[src/rtl/gtg_pkg.sv]
// ----------------------------------------------------------------------------
// gtg_pkg
// types, widths and constants shared by the go-to-goal velocity law
// ----------------------------------------------------------------------------
package gtg_pkg;

  // lane widths
  localparam int PW = 31;           // position lane, signed
  localparam int QW = 36;           // quaternion lane, signed
  localparam int ZW = 34;           // angle accumulator, q.30 radians, signed
  localparam int AW = ZW - 18;      // angle rounded to q.12
  localparam int DW = 27;           // distance, q.12
  localparam int TABLE_LEN = 24;

  localparam logic signed [ZW-1:0] HALF_PI_Q30 = 34'sd1686629713;
  localparam logic signed [ZW-1:0] PI_Q30      = 34'sd3373259426;
  localparam logic [29:0]          INV_GAIN_Q30 = 30'd652032874;

  // status codes
  localparam logic [1:0] ST_DRIVE    = 2'd0;
  localparam logic [1:0] ST_ROTATE   = 2'd1;
  localparam logic [1:0] ST_REACHED  = 2'd2;
  localparam logic [1:0] ST_CANCELED = 2'd3;

  // register indexes
  localparam logic [2:0] REG_DIST_TOL  = 3'd0;
  localparam logic [2:0] REG_HEAD_TOL  = 3'd1;
  localparam logic [2:0] REG_BEAR_GAIN = 3'd2;
  localparam logic [2:0] REG_DIST_GAIN = 3'd3;
  localparam logic [2:0] REG_YAW_GAIN  = 3'd4;
  localparam logic [2:0] REG_SPEED_LIM = 3'd5;

  typedef struct packed {
    logic signed [23:0] offset_x;
    logic signed [23:0] offset_y;
    logic signed [15:0] quat_x;
    logic signed [15:0] quat_y;
    logic signed [15:0] quat_z;
    logic signed [15:0] quat_w;
    logic               cancel;
  } in_item_t;

  typedef struct packed {
    logic [15:0]        linear_speed;
    logic signed [31:0] turn_rate;
    logic [1:0]         status;
  } out_item_t;

  typedef struct packed {
    logic [15:0] distance_tolerance;
    logic [15:0] heading_tolerance;
    logic [15:0] bearing_gain;
    logic [15:0] distance_gain;
    logic [15:0] yaw_gain;
    logic [15:0] speed_limit;
  } cfg_t;

  // one cordic step for both lanes
  typedef struct packed {
    logic                 vld;
    logic                 cancel;
    logic                 pzero;
    logic                 qzero;
    logic signed [PW-1:0] px;
    logic signed [PW-1:0] py;
    logic signed [ZW-1:0] pz;
    logic signed [QW-1:0] qx;
    logic signed [QW-1:0] qy;
    logic signed [ZW-1:0] qz;
  } cell_t;

  // arctangent table, q.30, rounded to nearest
  function automatic logic signed [ZW-1:0] atan_q30(input int idx);
    logic signed [ZW-1:0] a;
    case (idx)
      0:  a = 34'sd843314857;
      1:  a = 34'sd497837829;
      2:  a = 34'sd263043837;
      3:  a = 34'sd133525159;
      4:  a = 34'sd67021687;
      5:  a = 34'sd33543516;
      6:  a = 34'sd16775851;
      7:  a = 34'sd8388437;
      8:  a = 34'sd4194283;
      9:  a = 34'sd2097149;
      10: a = 34'sd1048576;
      11: a = 34'sd524288;
      12: a = 34'sd262144;
      13: a = 34'sd131072;
      14: a = 34'sd65536;
      15: a = 34'sd32768;
      16: a = 34'sd16384;
      17: a = 34'sd8192;
      18: a = 34'sd4096;
      19: a = 34'sd2048;
      20: a = 34'sd1024;
      21: a = 34'sd512;
      22: a = 34'sd256;
      23: a = 34'sd128;
      default: a = '0;
    endcase
    return a;
  endfunction

endpackage

[src/rtl/gtg_cell.sv]
// ----------------------------------------------------------------------------
// gtg_cell
// one cordic vectoring iteration on the position and quaternion lanes
// ----------------------------------------------------------------------------
module gtg_cell import gtg_pkg::*; #(
  parameter int STAGE = 0
) (
  input  logic  clk,
  input  logic  rst_n,
  input  logic  adv,
  input  cell_t c_in,
  output cell_t c_out
);

  localparam logic signed [ZW-1:0] ANG = atan_q30(STAGE);

  cell_t c_r;
  cell_t c_nxt;

  always_comb begin
    c_nxt = c_in;
    // rotate toward the x axis, y == 0 counts as not positive
    if (c_in.py > 0) begin
      c_nxt.px = c_in.px + (c_in.py >>> STAGE);
      c_nxt.py = c_in.py - (c_in.px >>> STAGE);
      c_nxt.pz = c_in.pz + ANG;
    end else begin
      c_nxt.px = c_in.px - (c_in.py >>> STAGE);
      c_nxt.py = c_in.py + (c_in.px >>> STAGE);
      c_nxt.pz = c_in.pz - ANG;
    end
    if (c_in.qy > 0) begin
      c_nxt.qx = c_in.qx + (c_in.qy >>> STAGE);
      c_nxt.qy = c_in.qy - (c_in.qx >>> STAGE);
      c_nxt.qz = c_in.qz + ANG;
    end else begin
      c_nxt.qx = c_in.qx - (c_in.qy >>> STAGE);
      c_nxt.qy = c_in.qy + (c_in.qx >>> STAGE);
      c_nxt.qz = c_in.qz - ANG;
    end
  end

  always_ff @(posedge clk) begin
    if (!rst_n) begin
      c_r.vld <= 1'b0;
    end else if (adv) begin
      c_r <= c_nxt;
    end
  end

  assign c_out = c_r;

endmodule

[config.mk]
export PLATFORM = sky130hd
export DESIGN_NAME = gtg_cell
export DESIGN_NICKNAME = d
export VERILOG_FILES = /design/src/rtl/gtg_pkg.sv /design/src/rtl/gtg_cell.sv
export SDC_FILE = /design/constraint.sdc
export NUM_CORES = 1
export LEC_CHECK = 0
export ABC_CLOCK_PERIOD_IN_PS = 14500
export BUFFER_PORTS_ARGS = -buffer_cell sky130_fd_sc_hd__clkbuf_2
export CAP_MARGIN = 20
export CORE_MARGIN = 2
export CORE_UTILIZATION = 50
export DETAILED_ROUTE_END_ITERATION = 7
export PLACE_DENSITY = 0.74
export SYNTH_ARGS = -nofsm -noshare
export SYNTH_HDL_FRONTEND = slang
export SYNTH_SLANG_ARGS = --single-unit
[constraint.sdc]
create_clock -name clk -period 14.5 [get_ports clk]
set_input_delay 1.45 -clock clk [delete_from_list [all_inputs] [get_ports clk]]
set_output_delay 1.45 -clock clk [all_outputs]
set_load 0.01 [all_outputs]
# Word level (Yosys, flattened, before mapping)
# Index checks and enable logic that the tools add are counted.
# op_classes
addsub	10
order_cmp	2
mux	2
reduce_logical	1
# ops
op	count
106-bit 2-to-1 mux	1
96-bit 2-to-1 mux	1
36-bit subtractor	2
34-bit by 31-bit adder with 34-bit output, second input constant	2
34-bit by 31-bit subtractor with 34-bit output, second input constant	2
31-bit subtractor	2
36-bit adder	1
36-bit by 1-bit > comparator with 1-bit output, second input constant	1
31-bit adder	1
31-bit by 1-bit > comparator with 1-bit output, second input constant	1
2-bit AND reduction	1
# word_totals
regBits	206
input_bits	209
out_inout_bits	206
elab_cells	25

# Logic depth before layout (Yosys ltp)
# logic_depth
word_depth	2
mapped_depth	19
ltp_nobuf	16

# Worst setup path after synthesis
# OpenSTA, ideal clock, no wires.
# synth_timing
path_type	input-to-reg
start	in adv
end	reg c_r, in the netlist c_out[0] (enable)
setup_ps	587
t_arrival_ps	6054
required_time_ps	13913
path_slack_ps	7858
path_stages	1
path_buffers	0
path_cell_list	and2_1
# synth_via
elab_chain_len	1
# synth_lines
element	line	source
start: declaration	gtg_cell.sv:10	input logic adv,
2-bit AND reduction (no line)	n/a	
end signal: assignment	gtg_cell.sv:47	c_r <= c_nxt;
end: declaration	gtg_cell.sv:17	cell_t c_r;
# No other way between the ends.
# A chain may end at the register's enable or synchronous reset.

==> metrics <==
CP max stage cell o21bai_4; DP Cell Count between 3,000 and 4,000; Hold Violations, Final 0; flip-flop count of the largest register after layout between 200 and 250; fin nets 3,149; largest net degree at the start of global routing slightly above 80; crit-path max FO 20; Top delay family on crit path compound AO/OA/AOI/OAI gates; number of global-route vias before repair approximately 18,000; Setup crit start kind input port; ys async rst share 0%; most frequent cells in the layout 414 x clkbuf_2, 265 x a21oi_1, 259 x ha_1; Tmin final just under 6 ns; io pins ~420; Post-synth EDFFs ~200; Starting Density about half; Critical Path RT ~15 ns; via count roughly 19,000; Clk pwr share 29.7%; GP Congestion roughly 1; Slew headroom between 30% and 40%; fmax 168.4 MHz; Post-CTS Setup Bufs 0; CP cell instances clkbuf_2, nor4_1, nand4_1, o21bai_4, inv_1, fa_1, nor2b_1, o21a_1, o21ai_1, a311oi_1, a21oi_1, or3_1, o221a_2, a21oi_1, nand4b_1, o211ai_1; fillers around 3,600; DRT iter0 DRCs between 1,500 and 2,000; CP Class input port to flip-flop; status complete, no violations; CP max stage delay around 0.65 ns; chip width approximately 200 um; clock root buffer clkbuf_16; Yosys reg bits between 200 and 250; sequential share of power 34.1%; Final Non-Filler Cells 3,222; first-pass GRT wire length a little over 100,000 um; clk buf depth 3; period utilization between 40% and 50%; DR vias/cell just under 6; Area Growth Syn to Fin 16.48%; wire per inst roughly 21 um; Net Sw Frac a little over a third; layout cell share with drive strength beyond 1 between 10% and 20%; final slew viol count 0; RSZ-0062 raised after global routing false; Mean Syn Cell Area between 8 and 9 um2; Setup crit end kind flip-flop; die height a little over 200 um; drt total wl approximately 67,000 um; Internal Pwr Total 1.472 mW; hold buffer count at CTS 0; Setup Skew 0 ns; Core Rows 73; Reg clk slew, reported paths approximately 0.06 ns; clock tree from TritonCTS done; Top FF cell, synth edfxtp_1; setup_tns 0 ns; Final ANT Viol Nets 0; Yosys warnings 0; Syn Std Cell Area 20,120 um2; number of gates resized after cts 0; Residual DRC 0; gr usage total about 31%; Setup violations, final 0; Crit path top cell by count a21oi_1; Clock Sinks between 200 and 250; Die Area ~42,000 um2; Slew @ Worst Pin about 1.0 ns; Buffers on Ports 414; core area about 40,000 um2; register area share after synthesis between 30% and 40%; MaxCap Viol Count 0; most common cell after layout, fill and taps aside clkbuf_2; Post-Syn Nets roughly 2,800; count of cell types in the netlist 80; number of detailed-route iterations in the first pass 7; cts bufs inserted 25; initial antenna violation count 5; Hold WS between 0.5 and 0.6 ns; Worst Path Buf+Inv 2; CP arrival 6.34 ns; leakage power approximately 11 nW; power share of the combinational group a little over a third; hpwl dp between 50,000 and 60,000 um; Clk Latency, worst-skew pair ~0.55 ns; Max IR drop VDD between 0.07 and 0.08 mV; grt total ovfl 0; Min-Delay Path Class flip-flop to flip-flop; switching pwr ~0.81 mW; pwr dens about 100 nW/um2; Cells after Synth between 2,000 and 2,500; H-tree depth 1
[per-layer routing]
metal  vias to the layer above  wire, um  track usage, %
met5                         -         0               0
met4                         0      2142           10.48
met3                       120      5660           5.138
met2                       939     31690           51.98
met1                      9049     27820           40.55
li1                       9089         -               -
[logic make-up (layout without fill, tap and decap cells)]
| family | count (synthesis) | in the layout | share of synthesized area [%] |
|---|---|---|---|
| buffers and inverters | 315 | 692 | 6.002 |
| xor gates and xnor gates | 190 | 190 | 8.272 |
| other | 0 | 5 | 0 |
| adders and majority gates | 267 | 267 | 16.91 |
| AOI/OAI and AO/OA | 785 | 785 | 24.53 |
| muxes | 36 | 36 | 1.804 |
| DFF | 204 | 204 | 30.40 |
| and+or+nand+nor | 518 | 518 | 12.08 |
[area by class of cell]
cell class,instances,area (um2),area share [%]
inverters,225,844.6,3.604
flip-flops and latches,204,6116,26.10
well taps,525,656.9,2.803
diodes,5,12.51,0.05340
repair buffers,421,2125,9.067
clock buffers,27,633.1,2.702
clock inverters,19,235.2,1.004
multi-input cells,1796,12810,54.66
[worst min-delay path: stages (launching register included)]
cell and delay, ns:
dfxtp_1 0.33, mux2i_1 0.08, nor2b_1 0.10
[stage by stage]
stage                     setup WS, ns  area [um2]  power (mW)  utilization [%]
after global routing             8.233       23420       2.388            58.95
after detailed placement         8.069       22550       1.593            56.76
after global placement           8.307       22550       1.588            56.76
after CTS                        8.631       23420       2.274            58.94
final                            8.563       23430       2.278            58.97
after floorplan                  7.858       20120       1.325                -
[power groups by stage]
stage,combinational (mW),clock [mW],sequential (mW)
final,0.826,0.676,0.776
after global routing,0.900,0.708,0.781
after CTS,0.812,0.686,0.776
after detailed placement,0.806,0,0.788
after global placement,0.801,0,0.787
after floorplan,0.505,0,0.820
[Yosys cell counts (all sizes together) (6+ instances only)]
cell type | count | area (um2)
a2111oi | 9 | 81.33
a211oi | 26 | 200.2
a21boi | 8 | 60.05
a21o | 71 | 533.0
a21oi | 265 | 1326
a221oi | 10 | 93.84
a311oi | 8 | 70.07
a31oi | 34 | 219.0
and2 | 6 | 37.54
and3 | 11 | 68.82
buf | 25 | 118.9
clkbuf | 65 | 244.0
edfxtp | 203 | 6096
fa | 8 | 160.2
ha | 259 | 3241
inv | 225 | 844.6
mux2i | 34 | 340.3
nand2 | 110 | 412.9
nand2b | 14 | 87.58
nand3 | 30 | 150.1
nand4 | 25 | 156.4
nor2 | 200 | 750.7
nor2b | 29 | 181.4
nor3 | 31 | 160.1
nor4 | 25 | 156.4
o211ai | 21 | 157.7
o21a | 26 | 195.2
o21ai | 164 | 820.8
o21bai | 59 | 442.9
o22ai | 7 | 50.05
o31a | 7 | 61.31
o31ai | 26 | 209.0
or3 | 13 | 81.33
xnor2 | 152 | 1331
xor2 | 38 | 332.8
[final timing paths]
| kind | from | endpoint | slack (ns) | depth (start not counted) |
|---|---|---|---|---|
| hold / removal | c_out[205] | c_out[205] | 0.55 | 2 |
| setup reg to reg | c_out[205] | c_out[205] | 13.88 | 2 |
| hold reg to reg | c_out[205] | c_out[205] | 0.55 | 2 |
| setup / recovery | c_in[155] | c_out[138] | 8.56 | 16 |
Power figures use the tool's default switching activity.
