### config.mk
export PLATFORM = sky130hd
export DESIGN_NAME = gtg_regs
export DESIGN_NICKNAME = d
export VERILOG_FILES = /design/src/rtl/gtg_pkg.sv /design/src/rtl/gtg_regs.sv
export SDC_FILE = /design/constraint.sdc
export NUM_CORES = 1
export LEC_CHECK = 0
export BUFFER_PORTS_ARGS = -buffer_cell sky130_fd_sc_hd__buf_2
export CORE_ASPECT_RATIO = 0.8
export CORE_MARGIN = 5
export CORE_UTILIZATION = 40
export CTS_CLUSTER_SIZE = 8
export DETAILED_ROUTE_END_ITERATION = 6
export PLACE_DENSITY = 0.74
export SYNTH_ARGS = -nofsm -noshare
export SYNTH_HDL_FRONTEND = slang
export SYNTH_SLANG_ARGS = --single-unit
### constraint.sdc
create_clock -name clk -period 1.8 [get_ports clk]
set_input_delay 0.36 -clock clk [delete_from_list [all_inputs] [get_ports clk]]
set_output_delay 0.36 -clock clk [all_outputs]
set_load 0.02 [all_outputs]
### src/rtl/gtg_pkg.sv
// ----------------------------------------------------------------------------
// gtg_pkg
// types, widths and constants shared by the go-to-goal velocity law
// ----------------------------------------------------------------------------
package gtg_pkg;

  // lane widths
  localparam int PW = 31;           // position lane, signed
  localparam int QW = 36;           // quaternion lane, signed
  localparam int ZW = 34;           // angle accumulator, q.30 radians, signed
  localparam int AW = ZW - 18;      // angle rounded to q.12
  localparam int DW = 27;           // distance, q.12
  localparam int TABLE_LEN = 24;

  localparam logic signed [ZW-1:0] HALF_PI_Q30 = 34'sd1686629713;
  localparam logic signed [ZW-1:0] PI_Q30      = 34'sd3373259426;
  localparam logic [29:0]          INV_GAIN_Q30 = 30'd652032874;

  // status codes
  localparam logic [1:0] ST_DRIVE    = 2'd0;
  localparam logic [1:0] ST_ROTATE   = 2'd1;
  localparam logic [1:0] ST_REACHED  = 2'd2;
  localparam logic [1:0] ST_CANCELED = 2'd3;

  // register indexes
  localparam logic [2:0] REG_DIST_TOL  = 3'd0;
  localparam logic [2:0] REG_HEAD_TOL  = 3'd1;
  localparam logic [2:0] REG_BEAR_GAIN = 3'd2;
  localparam logic [2:0] REG_DIST_GAIN = 3'd3;
  localparam logic [2:0] REG_YAW_GAIN  = 3'd4;
  localparam logic [2:0] REG_SPEED_LIM = 3'd5;

  typedef struct packed {
    logic signed [23:0] offset_x;
    logic signed [23:0] offset_y;
    logic signed [15:0] quat_x;
    logic signed [15:0] quat_y;
    logic signed [15:0] quat_z;
    logic signed [15:0] quat_w;
    logic               cancel;
  } in_item_t;

  typedef struct packed {
    logic [15:0]        linear_speed;
    logic signed [31:0] turn_rate;
    logic [1:0]         status;
  } out_item_t;

  typedef struct packed {
    logic [15:0] distance_tolerance;
    logic [15:0] heading_tolerance;
    logic [15:0] bearing_gain;
    logic [15:0] distance_gain;
    logic [15:0] yaw_gain;
    logic [15:0] speed_limit;
  } cfg_t;

  // one cordic step for both lanes
  typedef struct packed {
    logic                 vld;
    logic                 cancel;
    logic                 pzero;
    logic                 qzero;
    logic signed [PW-1:0] px;
    logic signed [PW-1:0] py;
    logic signed [ZW-1:0] pz;
    logic signed [QW-1:0] qx;
    logic signed [QW-1:0] qy;
    logic signed [ZW-1:0] qz;
  } cell_t;

  // arctangent table, q.30, rounded to nearest
  function automatic logic signed [ZW-1:0] atan_q30(input int idx);
    logic signed [ZW-1:0] a;
    case (idx)
      0:  a = 34'sd843314857;
      1:  a = 34'sd497837829;
      2:  a = 34'sd263043837;
      3:  a = 34'sd133525159;
      4:  a = 34'sd67021687;
      5:  a = 34'sd33543516;
      6:  a = 34'sd16775851;
      7:  a = 34'sd8388437;
      8:  a = 34'sd4194283;
      9:  a = 34'sd2097149;
      10: a = 34'sd1048576;
      11: a = 34'sd524288;
      12: a = 34'sd262144;
      13: a = 34'sd131072;
      14: a = 34'sd65536;
      15: a = 34'sd32768;
      16: a = 34'sd16384;
      17: a = 34'sd8192;
      18: a = 34'sd4096;
      19: a = 34'sd2048;
      20: a = 34'sd1024;
      21: a = 34'sd512;
      22: a = 34'sd256;
      23: a = 34'sd128;
      default: a = '0;
    endcase
    return a;
  endfunction

endpackage

### src/rtl/gtg_regs.sv
// ----------------------------------------------------------------------------
// gtg_regs
// apb configuration registers
// ----------------------------------------------------------------------------
module gtg_regs import gtg_pkg::*; (
  input  logic        clk,
  input  logic        rst_n,
  input  logic        psel,
  input  logic        penable,
  input  logic        pwrite,
  input  logic [4:0]  paddr,
  input  logic [31:0] pwdata,
  output logic [31:0] prdata,
  output logic        pready,
  output cfg_t        cfg
);

  cfg_t cfg_r;
  logic wr;

  assign wr     = psel && penable && pwrite;
  assign pready = 1'b1;

  always_ff @(posedge clk) begin
    if (!rst_n) begin
      cfg_r.distance_tolerance <= 16'd410;
      cfg_r.heading_tolerance  <= 16'd205;
      cfg_r.bearing_gain       <= 16'd6144;
      cfg_r.distance_gain      <= 16'd2048;
      cfg_r.yaw_gain           <= 16'd4096;
      cfg_r.speed_limit        <= 16'd2048;
    end else if (wr) begin
      case (paddr[4:2])
        REG_DIST_TOL:  cfg_r.distance_tolerance <= pwdata[15:0];
        REG_HEAD_TOL:  cfg_r.heading_tolerance  <= pwdata[15:0];
        REG_BEAR_GAIN: cfg_r.bearing_gain       <= pwdata[15:0];
        REG_DIST_GAIN: cfg_r.distance_gain      <= pwdata[15:0];
        REG_YAW_GAIN:  cfg_r.yaw_gain           <= pwdata[15:0];
        REG_SPEED_LIM: cfg_r.speed_limit        <= pwdata[15:0];
        default: ;
      endcase
    end
  end

  always_comb begin
    case (paddr[4:2])
      REG_DIST_TOL:  prdata = 32'(cfg_r.distance_tolerance);
      REG_HEAD_TOL:  prdata = 32'(cfg_r.heading_tolerance);
      REG_BEAR_GAIN: prdata = 32'(cfg_r.bearing_gain);
      REG_DIST_GAIN: prdata = 32'(cfg_r.distance_gain);
      REG_YAW_GAIN:  prdata = 32'(cfg_r.yaw_gain);
      REG_SPEED_LIM: prdata = 32'(cfg_r.speed_limit);
      default:       prdata = '0;
    endcase
  end

  assign cfg = cfg_r;

endmodule

## Word-level counts from Yosys, hierarchy flattened

Cells that the tools add are included.
W data, S select, Z words.

| cells by class | value |
|---|---|
| add/subtract/negate cells | 0 |
| multiply operators | 0 |
| div/mod/pow operators | 0 |
| magnitude comparators | 0 |
| equality and inequality tests | 5 |
| shift operators | 0 |
| multiplexer cells | 1 |
| bitwise logic cells | 0 |
| reductions and logical operators | 9 |

Operators by type and width:

| kind | count |
|---|---|
| $pmux W16 S6 | 1 |
| $reduce_and A2 Y1 | 6 |
| $eq A3 B2 Y1 const B | 2 |
| $eq A3 B3 Y1 const B | 2 |
| $eq A3 B1 Y1 const B | 1 |
| $logic_not A3 Y1 | 1 |
| $logic_and A1 B1 Y1 | 2 |

| word-level totals | value |
|---|---|
| register bits | 96 |
| bits in latches | 0 |
| RAM bits | 0 |
| bits in read-only memories | 0 |
| input bits | 42 |
| output and inout bits | 129 |
| memories kept | 0 |

## Logic depth before layout (Yosys ltp)

| logic depth | value |
|---|---|
| depth after elaboration | 3 |
| gate-level depth with buffers | 6 |
| depth with buffers taken out | 3 |

## Worst setup path before layout

Ideal clock, no wire load.

| timing path | value |
|---|---|
| path type | input-to-output |
| start | input port paddr[2] |
| end | output port prdata[12] |
| data arrival time | 1.527 ns |
| slack | -0.087 ns |
| stages | 5 |
| buffers on the path | 2 |
| path through | buf_2 -> buf_2 -> mux2_2 -> a32oi_1 -> o21ai_0 |

| between the ends | value |
|---|---|
| longest elaborated chain between the ends | 2 |
| elaborated cells between the ends (all ways) | 7 |
| those cells by class | 5 x eq/ne; 1 x mux; 1 x reduce/logical |

RTL lines:

| item | line | RTL |
|---|---|---|
| from (decl) | gtg_regs.sv:11 | `input logic [4:0] paddr,` |
| $eq A3 B3 Y1, or another cell as far along | gtg_regs.sv:46 | `case (paddr[4:2])` |
| $pmux W16 S6 (*) | gtg_regs.sv:46 |  |
| to (decl) | gtg_regs.sv:13 | `output logic [31:0] prdata,` |

Mark *: on every way between the ends. The rest lies on a longest branch, timed or not.

## Worst setup path after layout

Ends and elaborated chain as after synthesis.

==> out/qor_table.md <==
| Metric | This run | Unit |
|---|---|---|
| Result of the run | finished, final reports clean | - |
| DRC errors left | 0 | - |
| Post-DRT Antenna Nets | 0 | - |
| Detailed-route wire length per cell | 18.5 | um |
| Number of setup violations in the final report | 0 | - |
| Worst vdd rail ir drop | 0.479 | mV |
| I/O pin total | 171 | - |
| Number of hold buffers added after CTS | 0 | - |
| Final weighted congestion of routability-driven global placement | 0.830 | - |
| Most frequent standard cell in the layout excluding fill and tap cells | buf_2 | - |
| Remaining Overflow, GRT | 0 | - |
| CP Class | input pin to output port | - |
| Router iterations before antenna repair | 4 | - |
| GRT Overall Usage | 20.7 | % |
| Vias per std cell | 5.14 | - |
| Final worst path period share | 98.8 | % |
| Initial cell density of the core | 41.0 | % |
| Post-synthesis area per instance | 9.69 | um^2 |
| Worst hold-check slack | 304 | ps |
| Critical Path Sink Type | output port | - |
| Cell count after placement | 747 | - |
| Number of distinct standard cells referenced by the synthesized netlist | 27 | - |
| Buffer type at the clock tree root | clkbuf_16 | - |
| Post-synthesis sequential element count | 96 | - |
| Area Overhead vs Synth | 36.0 | % |
| Endpoint required time on the critical path | 1440 | ps |
| Antenna violations before repair | 0 | - |
| Biggest area consumer among synthesized cells | dfxtp_1 | - |
| Share of synthesized area occupied by flip-flops and latches | 43.0 | % |
| H-tree depth reported by CTS | 3 | - |
| Layout cell share with drive strength beyond 1 | 37.6 | % |
| Maximum number of pins on one net before global-route repair | 62 | - |
| Clock tree from TritonCTS | done | - |
| Die Footprint | 0.0134 | mm^2 |
| Clock Path Buffers | 2 | - |
| R2r worst-path depth | 3 | - |
| Simple-gate share of the synthesized area | 11.5 | % |
| Area share of the largest cell type after synthesis | 43.0 | % |
| Gate Count Post-Synth | 461 | - |
| Number of buffers created by CTS | 9 | - |
| Post-Route Skew | 0 | ps |
| Compound-cell area share of the yosys netlist | 9.05 | % |
| Antenna Diode Count | 0 | - |
| Largest family of logic cells by synthesized area | multiplexers | - |
| Clock slew at reported path FFs | 60 | ps |
| First-pass GRT wire length | 22000 | um |
| Width of the die | 128 | um |
| Chip height | 105 | um |
| Leakage | 2.73 | nW |
| Fmax | 0.563 | GHz |
| Setup repair after global routing missed its margin | yes | - |
| Clock sinks | 96 | - |
| Final wirelength | 14400 | um |
| Standard-cell row count | 34 | - |
| Final layout net count | 672 | - |
| Count of maximum capacitance violations | 0 | - |
| CP Max Fanout | 7 | - |
| Arithmetic-cell share of the synthesized area counting full adders, half adders and majority gates | 0 | % |
| Mux share of post-synthesis cell area | 28.9 | % |
| Setup Slack @ Placement | -115 | ps |
| Pwr per Cell Area | 749 | mW/mm^2 |
| Drt initial violations | 197 | - |
| Clock latency on the worst-skew pair | 340 | ps |
| Most used cells in the layout excluding fill and tap cells | buf_2 (125), mux2i_1 (112), nand2_1 (97) | - |
| Quantity of I/O buffers inserted on ports | 135 | - |
| Hold Path Stages | 3 | - |
| Vias after detailed routing | 3993 | - |
| Xor/xnor cell area share of the yosys netlist | 0 | % |
| Final worst-path setup slack | 22.2 | ps |
| Largest register FFs | 96 | - |
| Placed wire-length estimate after detailed placement | 10200 | um |
| Minimum clock period after layout | 1780 | ps |
| Number of global-route vias before repair | 4145 | - |
| Worst EP arrival | 1420 | ps |
| Worst Setup Start Kind | input pin | - |
| Final-report hold violation count | 0 | - |
| Worst hold path class | input pin to flip-flop | - |
| Total number of yosys warnings | 0 | - |
| Netlist area before placement | 0.00447 | mm^2 |
| Number of pins with negative max-slew slack in the final report | 0 | - |
| Dominant cells by area after synthesis | dfxtp_1 (43%), mux2i_1 (25%), nand2_1 (8.2%), buf_4 (3.5%), mux2_2 (3.5%) | - |
| Placeable Area | 0.0109 | mm^2 |
| Final Non-Filler Cells | 777 | - |
## path summary, 6_finish.rpt
check | startpoint | endpoint | slack, ps
max | paddr[2] | prdata[12] | 20
min | pwdata[4] | cfg[84]$_SDFFE_PN1P_ | 300
max reg2reg | cfg[81]$_SDFFE_PN1P_ | cfg[81]$_SDFFE_PN1P_ | 1050
min reg2reg | cfg[58]$_SDFFE_PN0P_ | cfg[58]$_SDFFE_PN0P_ | 480
## worst max-delay path: stages
cell	delay (ps)
buf_12	120
buf_12	140
mux2_2	340
a32oi_1	150
o21ai_1	130
buf_4	180
## cell families after synthesis
family	after synthesis
other	2
muxes	127
buffers and inverters	59
and+or+nand+nor	118
DFF	96
AOI/OAI and AO/OA	59
## cell type report
| type | instances | area [um^2] |
|---|---|---|
| clock inverter | 3 | 43.8 |
| sequential | 96 | 1930 |
| fill | 1015 | 4820 |
| multi-input combinational | 321 | 2310 |
| clock buffer | 11 | 243 |
| tap | 144 | 180 |
| timing repair buffer | 193 | 1330 |
| inverter | 9 | 33.8 |
## synthesized netlist by cell type, drive strengths merged
| cell type | number |
|---|---|
| conb | 2 |
| clkbuf | 18 |
| o211ai | 5 |
| nor2b | 10 |
| a32oi | 4 |
| a221oi | 3 |
| a21oi | 3 |
| o21ai | 23 |
| clkinv | 1 |
| nand2 | 97 |
| buf | 32 |
| o311ai | 5 |
| a22oi | 7 |
| mux2i | 113 |
| nand2b | 2 |
| dfxtp | 96 |
| or2 | 2 |
| nand4b | 1 |
| nand4 | 1 |
| nor2 | 5 |
| o22a | 9 |
| inv | 8 |
| mux2 | 14 |
## per-layer routing
metal,routed length [um],GRT usage (%),vias to the layer above
li1,-,-,1895
met5,0,0,-
met3,1250,7.19,16
met4,149,5.15,0
met2,6820,33.7,150
met1,6140,26.2,1932
## per-stage QoR
step                cell area [um^2]  total power, mW  TNS, ps  utilization (%)
floorplan                       4530             2.49    -13.6                -
global route                    6070             4.70    -22.6             55.8
CTS                             5900             4.54        0             54.1
global placement                5530             2.64     -966             50.7
finish                          6070             4.55        0             55.8
detailed placement              5530             2.66    -1170             50.7
## repair_timing
item,4_1_cts,5_1_grt
cloned,1,2
setup buffers,1,12
pin swaps,2,2
endpoints found under the setup margin,16,11
gates resized for setup,17,23
## power by group
group / switching [mW] / internal, mW
combinational: 0.304 / 0.216
sequential: 0.0136 / 2.14
clock: 0.776 / 1.10
total: 1.09 / 3.46
(Power assumes the default switching activity.)
